--- src/hw/rtl/rpf_pkg.sv ---
// ----------------------------------------------------------------------------
// rpf_pkg: shared types and constants of the receive packet ring buffer
// Field widths, mode and status codes, and the command word that travels
// from the front end to the back end.
// ----------------------------------------------------------------------------
package rpf_pkg;

    // Default ring depth in bytes.
    localparam int DEPTH_DEF = 1024;

    // Field widths.
    localparam int MODE_W   = 2;
    localparam int BYTE_W   = 8;
    localparam int STATUS_W = 3;
    localparam int SRC_W    = 16;
    localparam int PLEN_W   = 7;
    localparam int FREE_W   = 10;
    localparam int LEN_W    = 16;
    // Width of a length plus header count.
    localparam int LEN6_W   = 17;

    // Framing constants.
    localparam int HDR_BYTES  = 6;
    localparam int TYPE_BYTES = 2;
    localparam int CAP_MIN    = 2;
    localparam int CAP_MAX    = 64;
    localparam logic [PLEN_W-1:0] MAXP_RESET = PLEN_W'(64);

    // Input mode codes.
    localparam logic [MODE_W-1:0] MODE_PUSH  = 2'd0;
    localparam logic [MODE_W-1:0] MODE_FETCH = 2'd1;
    localparam logic [MODE_W-1:0] MODE_FLUSH = 2'd2;

    // Result status codes.
    localparam logic [STATUS_W-1:0] ST_PUSHED  = 3'd0;
    localparam logic [STATUS_W-1:0] ST_DROPPED = 3'd1;
    localparam logic [STATUS_W-1:0] ST_PKT     = 3'd2;
    localparam logic [STATUS_W-1:0] ST_NOPKT   = 3'd3;
    localparam logic [STATUS_W-1:0] ST_FLUSHED = 3'd4;

    // Decoded operation held in the command queue.
    typedef enum logic [1:0] {
        OP_PUSH,
        OP_FETCH,
        OP_FLUSH
    } op_t;

    typedef struct packed {
        op_t               op;
        logic [BYTE_W-1:0] data;
    } cmd_t;

endpackage

--- src/hw/rtl/rpf_front.sv ---
// ----------------------------------------------------------------------------
// rpf_front: input decode and command queue
// Accepts input words, turns the mode into an operation, drops the unused
// mode, and holds up to two commands for the back end.
// ----------------------------------------------------------------------------
module rpf_front (
    input  logic                       aclk,
    input  logic                       aresetn,
    input  logic                       s_tvalid,
    output logic                       s_tready,
    input  logic [rpf_pkg::MODE_W-1:0] s_mode,
    input  logic [rpf_pkg::BYTE_W-1:0] s_data,
    output logic                       cmd_valid,
    output rpf_pkg::cmd_t              cmd,
    input  logic                       cmd_pop
);
    import rpf_pkg::*;

    localparam int QDEPTH = 2;
    localparam int QCNT_W = $clog2(QDEPTH + 1);

    cmd_t              ent_reg [QDEPTH];
    logic              rd_sel_reg, rd_sel_next;
    logic              wr_sel_reg, wr_sel_next;
    logic [QCNT_W-1:0] fill_reg, fill_next;
    logic              enq;
    cmd_t              dec_cmd;
    logic              dec_ok;

    // Classify the incoming word; the unused mode gives no command.
    always_comb begin
        dec_cmd.data = s_data;
        dec_cmd.op   = OP_PUSH;
        dec_ok       = 1'b1;
        case (s_mode)
            MODE_PUSH:  dec_cmd.op = OP_PUSH;
            MODE_FETCH: dec_cmd.op = OP_FETCH;
            MODE_FLUSH: dec_cmd.op = OP_FLUSH;
            default:    dec_ok     = 1'b0;
        endcase
    end

    assign s_tready  = (fill_reg != QCNT_W'(QDEPTH));
    assign enq       = s_tvalid && s_tready && dec_ok;
    assign cmd_valid = (fill_reg != '0);
    assign cmd       = ent_reg[rd_sel_reg];

    // Queue pointer and fill bookkeeping.
    always_comb begin
        rd_sel_next = cmd_pop ? ~rd_sel_reg : rd_sel_reg;
        wr_sel_next = enq ? ~wr_sel_reg : wr_sel_reg;
        fill_next   = fill_reg + QCNT_W'(enq) - QCNT_W'(cmd_pop);
    end

    always_ff @(posedge aclk) begin
        if (!aresetn) begin
            rd_sel_reg <= 1'b0;
            wr_sel_reg <= 1'b0;
            fill_reg   <= '0;
        end else begin
            rd_sel_reg <= rd_sel_next;
            wr_sel_reg <= wr_sel_next;
            fill_reg   <= fill_next;
        end
    end

    // Queue storage needs no reset.
    always_ff @(posedge aclk) begin
        if (enq) begin
            ent_reg[wr_sel_reg] <= dec_cmd;
        end
    end

endmodule

--- config.mk ---
export PLATFORM = sky130hd
export DESIGN_NAME = rpf_front
export DESIGN_NICKNAME = d
export VERILOG_FILES = /design/src/hw/rtl/rpf_pkg.sv /design/src/hw/rtl/rpf_front.sv
export SDC_FILE = /design/constraint.sdc
export NUM_CORES = 1
export LEC_CHECK = 0
export ABC_CLOCK_PERIOD_IN_PS = 2400
export BUFFER_PORTS_ARGS = -buffer_cell sky130_fd_sc_hd__buf_2
export CAP_MARGIN = 5
export CORE_ASPECT_RATIO = 1.2
export CORE_MARGIN = 2
export CORE_UTILIZATION = 50
export DETAILED_ROUTE_END_ITERATION = 10
export PLACE_DENSITY = 0.76
export SYNTH_ARGS = -nofsm -noshare
export SYNTH_HDL_FRONTEND = slang
export SYNTH_SLANG_ARGS = --single-unit
--- constraint.sdc ---
create_clock -name aclk -period 2.4 [get_ports aclk]
set_clock_uncertainty 0.1 [all_clocks]
set_input_delay 0.48 -clock aclk [delete_from_list [all_inputs] [get_ports aclk]]
set_output_delay 0.48 -clock aclk [all_outputs]
set_load 0.02 [all_outputs]
==> Word level (Yosys, flattened, before mapping) <==
Memories as Yosys holds them, arrays and structs flattened. A register that Yosys moved wholly into a read port is not among the register bits.
Cells that the tools add are included.
W data, S select, Z words.
{ "classes": {"n_eq_ne": 3, "n_addsub": 2, "bitwise": 2, "reduce_logical": 5, "mux": 6} }
{ "ops": {"columns": ["operator", "n"], "rows": [
  ["$mux W1", 5],
  ["$pmux W2 S2", 1],
  ["$reduce_or A3 Y1", 1],
  ["$add A2 B1 Y2", 1],
  ["$eq A2 B1 Y1 const B", 1],
  ["$eq A2 B2 Y1 const B", 1],
  ["$logic_and A1 B1 Y1", 2],
  ["$logic_not A2 Y1", 1],
  ["$ne A2 B2 Y1 const B", 1],
  ["$not A1 Y1", 2],
  ["$reduce_bool A2 Y1", 1],
  ["$sub A2 B1 Y2", 1]
]} }
{ "word_totals": {"output_inout_bits": 12, "register_bits": 4, "n_memories": 1, "inputBits": 14, "wordCells": 22, "ram_bits": 20} }
{ "memory_table": {"columns": ["name", "words", "word_bits", "read_ports", "rd_clocked_by_memory_dff", "wr", "line", "source"], "rows": [
  ["ent_reg", 2, 10, 1, 1, 1, "rpf_front.sv:22", "cmd_t ent_reg [QDEPTH];"]
]} }

==> Longest topological paths before layout <==
{ "depth": {"depth_word": 6, "mapped_depth": 8, "mapped_depth_nobuf": 8} }

==> Worst setup path before layout <==
OpenSTA, ideal clock, no wires.
{ "synth_path": {"path_kind": "input to register", "startpoint": "input port s_tvalid", "endpoint": "register fill_reg[1]", "slack_ns": 0.497, "n_path_buf": 0, "cell_stages": 7, "required_time_ns": 2.177, "arrival_time_ns": 1.680, "path_cell_list": "a21bo_1 > nand2b_1 > xnor2_1 > ha_1 > xnor2_1 > and2_1 > mux2_1"} }
{ "synth_between": {"elab_chain_len": 4} }
{ "synth_lines": {"columns": ["item", "line", "source"], "rows": [
  ["start, declared", "rpf_front.sv:9", "input logic s_tvalid,"],
  ["$logic_and A1 B1 Y1 (2 in a row)", "rpf_front.sv:44", "assign enq = s_tvalid && s_tready && dec_ok;"],
  ["$add A2 B1 Y2", "rpf_front.sv:52", "fill_next = fill_reg + QCNT_W'(enq) - QCNT_W'(cmd_pop);"],
  ["$sub A2 B1 Y2", "rpf_front.sv:52", null],
  ["end signal, assigned", "rpf_front.sv:63", "fill_reg <= fill_next;"],
  ["end, declared", "rpf_front.sv:25", "logic [QCNT_W-1:0] fill_reg, fill_next;"]
]} }
Every way passes these cells.
A chain may end at the register's enable or synchronous reset.

==> metrics.txt <==
status=completed; max reg flops=20; GRT Util Overall=between 15 and 20%; post-CTS resize count=0; routed length per instance=about 13 um; drt drc=0; Boundary Pins=26; CP arrival=1470 ps; vias=~570; max layer used=met4; Clock Tree Buf Depth=2; post-synthesis cell type count=20; pin count of the biggest net entering global routing=15; register area=about 700 um2; Synth-to-Final Area Change=18.22%; drt total wl=1403 um; worst vdd ir=around 0.43 mV; Root Buffer=clkbuf_4; Syn Inst Count=61; required time of the worst setup path=1820 ps; design area=1161 um2; DIE HEIGHT=52.55 um; multi-input logic area=approximately 260 um2; Setup TNS=0 ps; Max FO, Critical Path=10; # nets final=roughly 110; Remaining Overflow, GRT=0; PD cells=around 800 nW/um2; met2 wire len=approximately 720 um; die footprint=2336 um2; syn avg cell area=16.10 um2; routability congestion estimate=about 0.63; fillers=approximately 140; number of global-route vias before repair=just under 600; startpoint types=flop; routed length on met1=about 580 um; clk_lat worst skew=~310 ps; Finish-stage setup viols=0; H-tree depth=1; final design utilization=between 60% and 70%; core box area=about 1900 um2; number of hold buffers added after CTS=0; Max Cap Violations=0; CTS tree=built; first-pass GRT wire length=~2500 um; HP Class=in2reg; clock-pin slew on the worst setup and hold paths=120 ps; Syn Std Cell Area=roughly 1000 um2; Final min period=between 2000 and 2500 ps; Synth area leader=edfxtp_1; hpwl dp=approximately 1000 um; n_diodes=0; ANT nets after route=0; Cell Rows=17; Crit. End Element=output port; clk sinks=25; warnings from Yosys=0; met3 WL post-DR=approximately 86 um; Worst slew margin=a little under three quarters; register bit total from synthesis=25; Hold Fails Final Rpt=0; layout cell share with drive strength beyond 1=46.67%; actual slew at the worst max-slew pin=around 430 ps; fmax=around 500 MHz; Leakage=0.4668 nW; Crit Path Category=reg2out; RSZ-0062 raised after global routing=false; Syn Nets=between 70 and 80; final worst path period share=a little under nine tenths; Synth top area share=between 60% and 70%; die width=between 40 and 50 um; via density per instance=between 5 and 6; initial antenna violation count=0; dpl cell area=about 1100 um2; DR iter-0 viols=2; number of port buffers=25; Post-CTS Setup Bufs=0; total CTS buffers=3; top post-synthesis cells by area=edfxtp_1 61%, mux2_2 11%, dfxtp_1 10%, xnor2_1 2.7%, inv_1 1.5%; sequential area share after synthesis=71.34%; Slew Limit Fails=0; DRT Pass-1 Iters=4; Initial Util=53.08%
per-layer routing:
layer | GRT usage, % | vias up
li1 | - | 276
met1 | 15.75 | 276
met2 | 27.29 | 18
met3 | 4.483 | 3
met4 | 7.576 | 0
met5 | 0 | -
per-stage QoR:
stage	cells	setup slack [ps]	total power [mW]	hold WS, ps
final	109	354.5	0.9311	246.7
after global routing	109	255.9	0.9898	214.3
after CTS	109	322.5	0.9400	242.4
after detailed placement	105	323.4	0.7657	388.6
after global placement	105	356.9	0.7577	378.8
after floorplan	61	496.9	0.6983	362.4
path summary, 6_finish.rpt:
kind               start             to  slack [ps]  depth (start not counted)
max                 flop         cmd[5]         350                          2
min            s_data[0]  ent_reg[1][0]         250                          1
max reg2reg  fill_reg[1]    fill_reg[1]         660                          8
min reg2reg   wr_sel_reg     wr_sel_reg         410                          2
cells by family (layout without fill, tap and decap cells):
| group | count (synthesis) | after routing | share of synthesized area [%] |
|---|---|---|---|
| XOR/XNOR | 3 | 3 | 2.676 |
| multiplexers | 11 | 11 | 12.61 |
| buffers and inverters | 5 | 34 | 2.037 |
| AND/OR/NAND/NOR | 12 | 12 | 7.517 |
| flip-flops | 25 | 25 | 71.34 |
| AO/OA/AOI/OAI | 4 | 4 | 2.546 |
| adder cells (fa/ha/maj) | 1 | 1 | 1.274 |
cells in the final DEF, fill, tap and decap left out, drive strengths merged:
cell type,netlist,routed
nand2b,1,1
and2,2,2
nor2,4,4
nor2b,2,2
and2b,1,1
mux2,11,11
or3,1,1
o21ai,2,2
buf,1,26
clkbuf,0,3
or2,1,1
inv,4,4
ha,1,1
xnor2,3,3
a21bo,1,1
clkinv,0,1
a21oi,1,1
dfxtp,5,5
edfxtp,20,20
synthesized netlist by cell type:
cell type / n
a21bo_1: 1
a21oi_1: 1
and2_1: 2
and2b_1: 1
buf_2: 1
dfxtp_1: 5
edfxtp_1: 20
ha_1: 1
inv_1: 4
mux2_1: 1
mux2_2: 10
nand2b_1: 1
nor2_1: 4
nor2b_1: 1
nor2b_4: 1
o21ai_0: 1
o21ai_1: 1
or2_2: 1
or3_1: 1
xnor2_1: 3
final cells by class:
cell class,instances,share of cell area [%]
Timing Repair Buffer,26,11.42
Clock inverter,1,0.4310
Tap cell,19,2.047
Inverter,4,1.293
Sequential cell,25,60.35
Clock buffer,3,1.940
Multi-Input combinational cell,31,22.52
report_power, final:
part,leakage (nW),internal [mW],switching [mW]
logic,0.222,0.0948,0.115
clock network,0.0177,0.0623,0.116
registers,0.227,0.518,0.0242
worst max-delay path: stages (launching register included):
cell,delay [ps]
dfxtp_1,610
mux2_2,390
buf_2,160
(Power assumes the default switching activity.)
